--- config.mk ---
export PLATFORM = sky130hd
export DESIGN_NAME = midi_receive_state_tracker_unit
export DESIGN_NICKNAME = d
export VERILOG_FILES = /design/src/rtl/core/mrst_pkg.sv /design/src/rtl/core/mrst_front.sv /design/src/rtl/core/mrst_queue.sv /design/src/rtl/core/mrst_back.sv /design/src/rtl/core/midi_receive_state_tracker_unit.sv
export SDC_FILE = /design/constraint.sdc
export NUM_CORES = 1
export LEC_CHECK = 0
export ABC_AREA = 1
export BUFFER_PORTS_ARGS = -buffer_cell sky130_fd_sc_hd__buf_2
export CORE_UTILIZATION = 41
export CTS_BUF_LIST = sky130_fd_sc_hd__clkbuf_16
export DETAILED_ROUTE_END_ITERATION = 8
export GPL_TIMING_DRIVEN = 0
export PLACE_DENSITY = 0.6
export SLEW_MARGIN = 25
export SYNTH_ARGS = -nofsm -noshare
export SYNTH_HDL_FRONTEND = slang
export SYNTH_SLANG_ARGS = --single-unit
export TNS_END_PERCENT = 5
--- constraint.sdc ---
create_clock -name clk -period 7.7 [get_ports clk]
set_input_delay 1.54 -clock clk [delete_from_list [all_inputs] [get_ports clk]]
set_output_delay 1.54 -clock clk [all_outputs]
set_load 0.03 [all_outputs]
--- src/rtl/core/mrst_pkg.sv ---
// Shared types and constants for the MIDI receive state tracker.
package mrst_pkg;

  // Decoded event codes reported with every received byte.
  typedef enum logic [4:0] {
    EV_NONE      = 5'd0,
    EV_NOTE_ON   = 5'd1,
    EV_NOTE_OFF  = 5'd2,
    EV_POLY      = 5'd3,
    EV_CC        = 5'd4,
    EV_PROG      = 5'd5,
    EV_CHAN_PRES = 5'd6,
    EV_BEND      = 5'd7,
    EV_SONG_POS  = 5'd8,
    EV_SONG_SEL  = 5'd9,
    EV_TUNE      = 5'd10,
    EV_CLOCK     = 5'd11,
    EV_START     = 5'd12,
    EV_CONT      = 5'd13,
    EV_STOP      = 5'd14,
    EV_SENSE     = 5'd15,
    EV_RESET     = 5'd16,
    EV_SX_START  = 5'd17,
    EV_SX_DATA   = 5'd18,
    EV_SX_END    = 5'd19
  } event_kind_t;

  // Upper nibbles of channel status bytes.
  localparam logic [3:0] NIB_NOTE_OFF  = 4'h8;
  localparam logic [3:0] NIB_NOTE_ON   = 4'h9;
  localparam logic [3:0] NIB_POLY      = 4'hA;
  localparam logic [3:0] NIB_CC        = 4'hB;
  localparam logic [3:0] NIB_PROG      = 4'hC;
  localparam logic [3:0] NIB_CHAN_PRES = 4'hD;
  localparam logic [3:0] NIB_BEND      = 4'hE;
  localparam logic [3:0] NIB_SYSTEM    = 4'hF;

  // System status bytes.
  localparam logic [7:0] SYS_SX_START = 8'hF0;
  localparam logic [7:0] SYS_SONG_POS = 8'hF2;
  localparam logic [7:0] SYS_SONG_SEL = 8'hF3;
  localparam logic [7:0] SYS_TUNE     = 8'hF6;
  localparam logic [7:0] SYS_SX_END   = 8'hF7;
  localparam logic [7:0] SYS_CLOCK    = 8'hF8;
  localparam logic [7:0] SYS_START    = 8'hFA;
  localparam logic [7:0] SYS_CONT     = 8'hFB;
  localparam logic [7:0] SYS_STOP     = 8'hFC;
  localparam logic [7:0] SYS_SENSE    = 8'hFE;
  localparam logic [7:0] SYS_RESET    = 8'hFF;

  // First controller number kept in the knob store.
  localparam int unsigned KNOB_FIRST = 21;

  // Depth of the queue between the parser and the state back end.
  localparam int unsigned QUEUE_DEPTH = 2;

  // Configuration register byte address.
  localparam logic [2:0] ADDR_LISTEN = 3'd0;

  // One decoded event as it travels from the parser to the back end.
  typedef struct packed {
    event_kind_t kind;
    logic [4:0]  chan;
    logic [6:0]  num;
    logic [6:0]  val;
    logic [13:0] wide;
  } event_t;

endpackage

--- src/rtl/core/mrst_front.sv ---
// Byte parser: running status, system exclusive mode and channel filter.
module mrst_front
  import mrst_pkg::*;
(
  input  logic       clk,
  input  logic       rst,
  input  logic       in_valid,
  input  logic       in_stall,
  input  logic [7:0] in_byte,
  input  logic [4:0] listen_channel,
  output logic       push,
  output event_t     push_event
);

  logic       in_sysex, in_sysex_next;
  logic [7:0] running_status, running_status_next;
  logic [1:0] data_needed, data_needed_next;
  logic [1:0] data_count, data_count_next;
  logic [6:0] first_data, first_data_next;

  assign push = in_valid && !in_stall;

  // Decode the byte against the current parser state.
  always_comb begin
    logic [1:0] cnt;
    logic [4:0] ch;
    logic       pass;
    logic [6:0] last;
    event_kind_t fk;

    in_sysex_next       = in_sysex;
    running_status_next = running_status;
    data_needed_next    = data_needed;
    data_count_next     = data_count;
    first_data_next     = first_data;
    push_event.kind     = EV_NONE;
    push_event.chan     = 5'd1;
    push_event.num      = 7'd0;
    push_event.val      = 7'd0;
    push_event.wide     = 14'd0;
    cnt  = data_count + 2'd1;
    ch   = {1'b0, running_status[3:0]} + 5'd1;
    last = in_byte[6:0];
    pass = (listen_channel == 5'd0) || (ch == listen_channel) ||
           (running_status[7:4] == NIB_SYSTEM);
    fk   = EV_NONE;

    if (in_sysex && in_byte != SYS_SX_END) begin
      push_event.kind = EV_SX_DATA;
    end else if (in_byte[7]) begin
      if (in_byte[7:4] != NIB_SYSTEM) begin
        // Channel status byte opens a new message.
        running_status_next = in_byte;
        data_count_next     = 2'd0;
        if (in_byte[7:4] == NIB_PROG || in_byte[7:4] == NIB_CHAN_PRES) begin
          data_needed_next = 2'd1;
        end else begin
          data_needed_next = 2'd2;
        end
      end else begin
        unique case (in_byte)
          SYS_SONG_POS: begin
            running_status_next = in_byte;
            data_count_next     = 2'd0;
            data_needed_next    = 2'd2;
          end
          SYS_SONG_SEL: begin
            running_status_next = in_byte;
            data_count_next     = 2'd0;
            data_needed_next    = 2'd1;
          end
          SYS_SX_START: begin
            in_sysex_next   = 1'b1;
            push_event.kind = EV_SX_START;
          end
          SYS_SX_END: begin
            in_sysex_next   = 1'b0;
            push_event.kind = EV_SX_END;
          end
          SYS_TUNE:  push_event.kind = EV_TUNE;
          SYS_CLOCK: push_event.kind = EV_CLOCK;
          SYS_START: push_event.kind = EV_START;
          SYS_CONT:  push_event.kind = EV_CONT;
          SYS_STOP:  push_event.kind = EV_STOP;
          SYS_SENSE: push_event.kind = EV_SENSE;
          SYS_RESET: push_event.kind = EV_RESET;
          default:   push_event.kind = EV_NONE;
        endcase
      end
    end else if (data_needed != 2'd0) begin
      // Data byte of a pending message.
      first_data_next = in_byte[6:0];
      if (cnt == data_needed) begin
        data_count_next = 2'd0;
        unique case (running_status[7:4])
          NIB_NOTE_OFF:  fk = EV_NOTE_OFF;
          NIB_NOTE_ON:   fk = (last != 7'd0) ? EV_NOTE_ON : EV_NOTE_OFF;
          NIB_POLY:      fk = EV_POLY;
          NIB_CC:        fk = EV_CC;
          NIB_PROG:      fk = EV_PROG;
          NIB_CHAN_PRES: fk = EV_CHAN_PRES;
          NIB_BEND:      fk = EV_BEND;
          NIB_SYSTEM: begin
            if (running_status == SYS_SONG_POS) begin
              fk = EV_SONG_POS;
            end else if (running_status == SYS_SONG_SEL) begin
              fk = EV_SONG_SEL;
            end else begin
              fk = EV_NONE;
            end
          end
          default: fk = EV_NONE;
        endcase
        if (pass && fk != EV_NONE) begin
          push_event.kind = fk;
          if (running_status[7:4] != NIB_SYSTEM) begin
            push_event.chan = ch;
          end
          push_event.num = (data_needed == 2'd2) ? first_data : last;
          push_event.val = last;
          if (fk == EV_BEND || fk == EV_SONG_POS) begin
            push_event.wide = {last, first_data};
          end
        end
      end else begin
        data_count_next = cnt;
      end
    end
  end

  // Parser state advances on every accepted beat.
  always_ff @(posedge clk) begin
    if (rst) begin
      in_sysex       <= 1'b0;
      running_status <= 8'd0;
      data_needed    <= 2'd0;
      data_count     <= 2'd0;
      first_data     <= 7'd0;
    end else if (push) begin
      in_sysex       <= in_sysex_next;
      running_status <= running_status_next;
      data_needed    <= data_needed_next;
      data_count     <= data_count_next;
      first_data     <= first_data_next;
    end
  end

endmodule

--- src/rtl/core/mrst_queue.sv ---
// Short event queue between the parser and the state back end.
module mrst_queue
  import mrst_pkg::*;
(
  input  logic   clk,
  input  logic   rst,
  input  logic   push,
  input  event_t push_event,
  output logic   full,
  input  logic   pop,
  output logic   head_valid,
  output event_t head_event
);

  localparam int unsigned PW = $clog2(QUEUE_DEPTH);

  event_t          slots [QUEUE_DEPTH];
  logic [PW-1:0]   wr_ptr;
  logic [PW-1:0]   rd_ptr;
  logic [PW:0]     fill;

  assign full       = (fill == (PW+1)'(QUEUE_DEPTH));
  assign head_valid = (fill != '0);
  assign head_event = slots[rd_ptr];

  // Entry storage.
  always_ff @(posedge clk) begin
    if (push) begin
      slots[wr_ptr] <= push_event;
    end
  end

  // Pointers and fill level.
  always_ff @(posedge clk) begin
    if (rst) begin
      wr_ptr <= '0;
      rd_ptr <= '0;
      fill   <= '0;
    end else begin
      if (push) begin
        wr_ptr <= (wr_ptr == PW'(QUEUE_DEPTH - 1)) ? '0 : wr_ptr + 1'b1;
      end
      if (pop) begin
        rd_ptr <= (rd_ptr == PW'(QUEUE_DEPTH - 1)) ? '0 : rd_ptr + 1'b1;
      end
      if (push && !pop) begin
        fill <= fill + 1'b1;
      end else if (pop && !push) begin
        fill <= fill - 1'b1;
      end
    end
  end

endmodule

--- src/rtl/core/mrst_back.sv ---
// Performance state (notes, knobs, program, clock) and the output register.
module mrst_back
  import mrst_pkg::*;
#(
  parameter int unsigned KNOB_COUNT      = 5,
  parameter int unsigned CLOCKS_PER_BEAT = 24
) (
  input  logic        clk,
  input  logic        rst,
  input  logic        head_valid,
  input  event_t      head_event,
  output logic        pop,
  output logic        out_valid,
  input  logic        out_stall,
  output logic [4:0]  event_kind,
  output logic [4:0]  event_channel,
  output logic [6:0]  event_number,
  output logic [6:0]  event_value,
  output logic [13:0] event_wide,
  output logic [63:0] notes_low,
  output logic [63:0] notes_high,
  output logic [34:0] knob_values,
  output logic [4:0]  clock_phase,
  output logic [6:0]  program_number
);

  localparam int unsigned CW = $clog2(CLOCKS_PER_BEAT);

  logic [127:0]            note_map;
  logic [6:0]              knob_store [KNOB_COUNT];
  logic [CW-1:0]           clock_count;
  logic [6:0]              program_store;
  event_t                  held;
  logic [7*KNOB_COUNT-1:0] knob_packed;

  // Take the head event whenever the output register is free or draining.
  assign pop = head_valid && (!out_valid || !out_stall);

  // Output beat: event fields are held, state fields show the live state,
  // which only moves when a new beat is loaded.
  assign event_kind     = held.kind;
  assign event_channel  = held.chan;
  assign event_number   = held.num;
  assign event_value    = held.val;
  assign event_wide     = held.wide;
  assign notes_low      = note_map[63:0];
  assign notes_high     = note_map[127:64];
  assign knob_values    = 35'(knob_packed);
  assign clock_phase    = 5'(clock_count);
  assign program_number = program_store;

  // Pack the knob values, lowest controller in the lowest bits.
  always_comb begin
    for (int i = 0; i < KNOB_COUNT; i++) begin
      knob_packed[7*i +: 7] = knob_store[i];
    end
  end

  // Output valid flag.
  always_ff @(posedge clk) begin
    if (rst) begin
      out_valid <= 1'b0;
    end else if (pop) begin
      out_valid <= 1'b1;
    end else if (!out_stall) begin
      out_valid <= 1'b0;
    end
  end

  // Event payload register.
  always_ff @(posedge clk) begin
    if (pop) begin
      held <= head_event;
    end
  end

  // Apply the event to the performance state.
  always_ff @(posedge clk) begin
    if (rst) begin
      note_map      <= '0;
      clock_count   <= '0;
      program_store <= 7'd0;
      for (int i = 0; i < KNOB_COUNT; i++) begin
        knob_store[i] <= 7'd0;
      end
    end else if (pop) begin
      case (head_event.kind)
        EV_NOTE_ON:  note_map[head_event.num] <= 1'b1;
        EV_NOTE_OFF: note_map[head_event.num] <= 1'b0;
        EV_CC: begin
          for (int i = 0; i < KNOB_COUNT; i++) begin
            if (head_event.num == 7'(KNOB_FIRST + i)) begin
              knob_store[i] <= head_event.val;
            end
          end
        end
        EV_PROG: program_store <= head_event.val;
        EV_CLOCK: begin
          if (clock_count == CW'(CLOCKS_PER_BEAT - 1)) begin
            clock_count <= '0;
          end else begin
            clock_count <= clock_count + 1'b1;
          end
        end
        EV_START, EV_CONT: clock_count <= '0;
        default: ;
      endcase
    end
  end

endmodule

--- src/rtl/core/midi_receive_state_tracker_unit.sv ---
// Top level of the MIDI receive state tracker with its configuration port.
//
// Takes one received MIDI byte per beat and returns one result beat for it:
// the decoded event with its channel and data fields, plus the note map,
// the stored controller values, the clock phase and the program number as
// they stand after that byte. A new byte is accepted every clock cycle
// while the queue is not full; the parser decodes it in the cycle it is
// accepted and writes it into a two-entry queue, and the back end then
// takes it from the queue, applies it to the performance state and loads
// the output register. The queue and the output register let either side
// stall without stopping the other at once.
// listen_channel sits at byte address 0 of the APB port; write it only
// while the block is idle.
module midi_receive_state_tracker_unit
  import mrst_pkg::*;
#(
  parameter int unsigned KNOB_COUNT      = 5,
  parameter int unsigned CLOCKS_PER_BEAT = 24
) (
  input  logic        clk,
  input  logic        rst,
  input  logic        psel,
  input  logic        penable,
  input  logic        pwrite,
  input  logic [2:0]  paddr,
  input  logic [31:0] pwdata,
  output logic [31:0] prdata,
  output logic        pready,
  input  logic        in_valid,
  output logic        in_stall,
  input  logic [7:0]  rx_byte,
  output logic        out_valid,
  input  logic        out_stall,
  output logic [4:0]  event_kind,
  output logic [4:0]  event_channel,
  output logic [6:0]  event_number,
  output logic [6:0]  event_value,
  output logic [13:0] event_wide,
  output logic [63:0] notes_low,
  output logic [63:0] notes_high,
  output logic [34:0] knob_values,
  output logic [4:0]  clock_phase,
  output logic [6:0]  program_number
);

  logic       listen_sel;
  logic [4:0] listen_channel;
  logic       push;
  event_t     push_event;
  logic       q_full;
  logic       pop;
  logic       head_valid;
  event_t     head_event;

  // Configuration register.
  assign pready     = 1'b1;
  assign listen_sel = (paddr[2] == ADDR_LISTEN[2]);
  assign prdata     = listen_sel ? {27'd0, listen_channel} : 32'd0;

  always_ff @(posedge clk) begin
    if (rst) begin
      listen_channel <= 5'd0;
    end else if (psel && penable && pwrite && pready && listen_sel) begin
      listen_channel <= pwdata[4:0];
    end
  end

  // Input stalls only when the queue is full.
  assign in_stall = q_full;

  mrst_front u_front (
    .clk            (clk),
    .rst            (rst),
    .in_valid       (in_valid),
    .in_stall       (in_stall),
    .in_byte        (rx_byte),
    .listen_channel (listen_channel),
    .push           (push),
    .push_event     (push_event)
  );

  mrst_queue u_queue (
    .clk        (clk),
    .rst        (rst),
    .push       (push),
    .push_event (push_event),
    .full       (q_full),
    .pop        (pop),
    .head_valid (head_valid),
    .head_event (head_event)
  );

  mrst_back #(
    .KNOB_COUNT      (KNOB_COUNT),
    .CLOCKS_PER_BEAT (CLOCKS_PER_BEAT)
  ) u_back (
    .clk            (clk),
    .rst            (rst),
    .head_valid     (head_valid),
    .head_event     (head_event),
    .pop            (pop),
    .out_valid      (out_valid),
    .out_stall      (out_stall),
    .event_kind     (event_kind),
    .event_channel  (event_channel),
    .event_number   (event_number),
    .event_value    (event_value),
    .event_wide     (event_wide),
    .notes_low      (notes_low),
    .notes_high     (notes_high),
    .knob_values    (knob_values),
    .clock_phase    (clock_phase),
    .program_number (program_number)
  );

endmodule
Word-level counts from Yosys, hierarchy flattened:

Memory sizes are Yosys's and may differ from the RTL's. A register that Yosys moved wholly into a read port is not among the register bits.
Cells that the tools add are included.

* memory bits (writable): 111
* logic and storage cells: 209
* output and inout port bits: 248
* memories kept: 2
* flip-flop bits (word level): 208
* input port bits: 50

Memories
* u_queue.slots: depth 2, bits a word 38, rd ports 1, clocked after memory_dff 1, write ports 1, RTL line mrst_queue.sv:17 `event_t slots [QUEUE_DEPTH];`
* u_back.knob_store: depth 5, bits a word 7, rd ports 5, clocked after memory_dff 0, write ports 5, RTL line mrst_back.sv:30 `logic [6:0] knob_store [KNOB_COUNT];`

* equal/unequal tests: 47
* bitwise gates (word level): 12
* add/subtract/negate cells: 7
* $lt $le $gt $ge: 2
* reductions and logical operators: 42
* multiplexer cells: 79

Operator list (count)
* 128-bit one-hot mux with 2 select lines: 1
* 128-bit bitwise AND: 1
* 128-bit NOT: 1
* 128-bit OR: 1
* 38-bit 2-to-1 mux: 3
* 8-bit equality test (second input constant): 13
* 33-bit 2-to-1 mux: 2
* 5-bit 2-to-1 mux: 11
* 5-bit one-hot mux with 9 select lines: 1
* 7-bit 2-to-1 mux: 6
* 4-bit equality test (second input constant): 10
* 5-bit one-hot mux with 8 select lines: 1
* 1-bit 2-to-1 mux: 36
* 7-bit by 5-bit equality test with 1-bit output (second input constant): 5
* 5-bit by 4-bit equality test with 1-bit output (second input constant): 4
* 2-bit 2-to-1 mux: 10
* 8-bit 2-to-1 mux: 2
* 4-bit AND reduction: 4
* 2-bit nonzero test: 8
* 5-bit by 3-bit equality test with 1-bit output (second input constant): 3
* 14-bit 2-to-1 mux: 1
* 1-bit logical AND: 10
* 5-bit one-hot mux with 2 select lines: 1
* 7-bit by 8-bit < comparator with 1-bit output (second input constant): 1
* 31 further kinds: 53

Logic depth before layout (Yosys ltp):

* depth after elaboration: 16
* depth in mapped cells: 14

Hierarchy:

Synthesis repeated with hierarchy kept, for this count alone.

* cell total of the unflattened synthesis: 1675
* area, all modules: 14417.6 um^2

By module, submodules not included
* mrst_back: cells an instance 1123, area each 8936.1 um^2, times used 1
* mrst_queue: cells an instance 151, area each 3050.4 um^2, times used 1
* mrst_front: cells an instance 323, area each 1903.1 um^2, times used 1
* midi_receive_state_tracker_unit: cells an instance 78, area each 528.0 um^2, times used 1

Least setup slack after synthesis:

Ideal clock, no wire load.

* path kind: input to register
* start point: in in_valid
* end point: mem u_queue.slots[1][0] (netlist name) (enable)
* arrival: 3306 ps
* cell stages on the path: 2
* path slack: 3959 ps
* library setup time: 435 ps
* path through: o21ai_0 -> nor2_1

* longest elaborated chain between the ends: 3

RTL lines
* start: declaration: RTL line midi_receive_state_tracker_unit.sv:29 `input logic in_valid,`
* 1-bit logical AND: RTL line mrst_front.sv:21 `assign push = in_valid && !in_stall;`
* 1-bit 2-to-1 mux: RTL line mrst_queue.sv:28 `if (push) begin`
* 1-bit 2-to-1 mux (not written as such): RTL line mrst_queue.sv:29 `slots[wr_ptr] <= push_event;`
* end: declaration: RTL line mrst_queue.sv:17

No other way between the ends.

==> impl_metrics.toml <==
[outcome]
outcome = "complete, no violations"

[layout]
insertedDiodeCount = 0
fin_nets = 2184
instances_no_fill = 2619
final_cell_mix = "nand2_1, nor2_1, buf_2, inv_1, dfxtp_1"
syn2layout_area_growth_pct = 21.0
mostFrequentLayoutCell = "nand2_1"
drive_gt1_share_pct = 21.4
design_area_um2 = 17900

[clock_network]
clk_pin_slew_worst_paths_ns = 0.06
cts_max_level = 2
numCtsBuffers = 37
clkSinkCount = 320
cts_tree = "built"
hold_buffers = 0
clockBufferDepth = 3
clk_latency_ns = 0.53
cts_resized = 0
cts-root-buf = "clkbuf_16"
cts_setup_buffers = 0

[critical_path]
path_depth = 6
startpoint_type = "input pin"
crit_path_max_fanout = 10
path_buf_inv = 5
critPathMaxStageDelay_ns = 0.61
worstSetupEndpointType = "flop"
cp_common_cell = "clkbuf_1"
arrival_ns = 3.79
cp.required_ns = 7.93
crit_chain = "clkbuf_1, clkinv_1, clkbuf_1, clkbuf_1, o21ai_1, buf_4"
crit_family = "buffers and inverters"
reg2reg_depth = 11
worstSetupPathType = "in2reg"
slowest_stage = "clkbuf_1"

[die]
die_w_um = 192
top_level_ports = 298
core_um2 = 35500
num_rows = 69
start_util_pct = 41.7
die_y_um = 192
dieArea_um2 = 36800

[place]
portBuffers = 237
hpwlAfterDp_um = 29600
place_congestion = 0.864
place_area_um2 = 16700
dpl.cell_count = 2552
preCtsSetupSlack_ns = 3.66

[routing]
drtAntennaViolNets = 0
wire_per_inst_um = 15.7
post-route-drc-count = 0
top_layer_used = "met5"
avgViaCountPerCell = 4.90
dr_wl_met2_um = 18400
totalWireLength_um = 41100
met1_length_um = 18600
drtPass1Iterations = 8
vias = 12800
drtIter0Drc = 760
wl_met3_um = 3240

[sta]
relSlewSlack_pct = 44.3
hold_violations = 0
drv_slew = 0
fmax_ghz = 0.281
grt_setup_unrepaired = "no"
layout_setup_ws_ns = 4.14
period_minus_slack_ns = 3.56
final.period_utilization_pct = 46.2
tns_ns = 0
worst_slew_pin_slew_ns = 0.835
setup_violations = 0
final.setup_skew_ns = 0.0285

[grt]
antenna_found_initial = 1
grt_pass1_vias = 11400
grt_max_degree = 48
grt_pass1_wl_um = 62000
grt.total_usage_pct = 21.9
grt.overflow.total = 0

[synth]
synth_edf_count = 149
syn_area_per_cell_um2 = 8.11
synth_ff_type = "dfxtp_1"
synthArstFlopShare_pct = 0
synth_top_cell_by_area = "edfxtp_1"
synth_area_um2 = 14800
synthCells = 1823
ys_top_cells_by_area = "edfxtp_1, dfxtp_1, nand2_1, nor2_1, nand4_1"
yosysWarnings = 0
ys_seq_area_share_pct = 53.4
synth_top_cell_area_share_pct = 30.3
ys_types = 37
yosys_register_bits = 320

[hold_path]
hold_path.class = "reg2reg"
worstHoldPathCells = 2

[pwr]
power_density_nw_per_um2 = 306
power_w = 0.00547
leakage_nw = 8.35
vdd_drop_max_uv = 200

[job]
maxCapViolCount = 0
-- per-layer routing --
metal | vias up | global-route usage (%)
li1 | 6436 | -
met4 | 2 | 6.59
met3 | 55 | 5.08
met2 | 413 | 34.5
met5 | - | 0
met1 | 5928 | 29.7
-- logic make-up after synthesis --
group,Yosys count,share of synthesized area (%)
flops,320,53.4
simple gates,1034,31.3
other cells,2,0.0508
compound gates,116,4.05
fa+ha+maj,4,0.339
buf+inv,342,10.5
xor+xnor,5,0.296
-- final cells by class --
| class | instances | area [um^2] |
|---|---|---|
| flip-flops and latches | 320 | 7900 |
| clock buffers | 40 | 1000 |
| plain buffers | 122 | 732 |
| clock inverters | 27 | 144 |
| well taps | 461 | 577 |
| inverters | 220 | 826 |
| repair buffers | 242 | 1270 |
| fillers | 3389 | 17600 |
| multi-input cells | 1187 | 5440 |
-- cells in the mapped netlist, drive strengths merged (9+ instances only) --
library cell and instances:
buf 92, dfxtp 171, nor2 367, nand2 448
o21ai 59, edfxtp 149, inv 216, or2 9
clkbuf 30, a21oi 54, nand3 60, nand4 142
-- tightest hold or removal path: cells and delay by family (launching register included) --
family | cells | cell delay (ns)
DFF | 1 | 0.31
buffers and inverters | 1 | 0.05
AOI/OAI and AO/OA | 1 | 0.05
-- report_power, final --
| group | internal, W | switching [W] | leakage, nW |
|---|---|---|---|
| Clock | 0.000965 | 0.000681 | 0.598 |
| Sequential | 0.00204 | 0.0000783 | 2.83 |
| Combinational | 0.000398 | 0.00131 | 4.92 |
-- final timing paths --
kind / start / endpoint / slack, ns
setup / recovery: rst / u_back.knob_store[1][3] / 4.14
hold / removal: flop / flop / 0.45
setup reg to reg: u_front.running_status[0] / u_queue.slots[1][26] / 5.17
hold reg to reg: flop / flop / 0.45
-- metrics by stage --
| stage | hold WS, ns | util [%] |
|---|---|---|
| detailed placement | 0.441 | 47.2 |
| finish | 0.446 | 50.4 |
| global placement | 0.434 | 46.9 |
| global route | 0.469 | 50.4 |
| CTS | 0.450 | 50.4 |
| floorplan | 0.426 | - |
(Power assumes the default switching activity.)
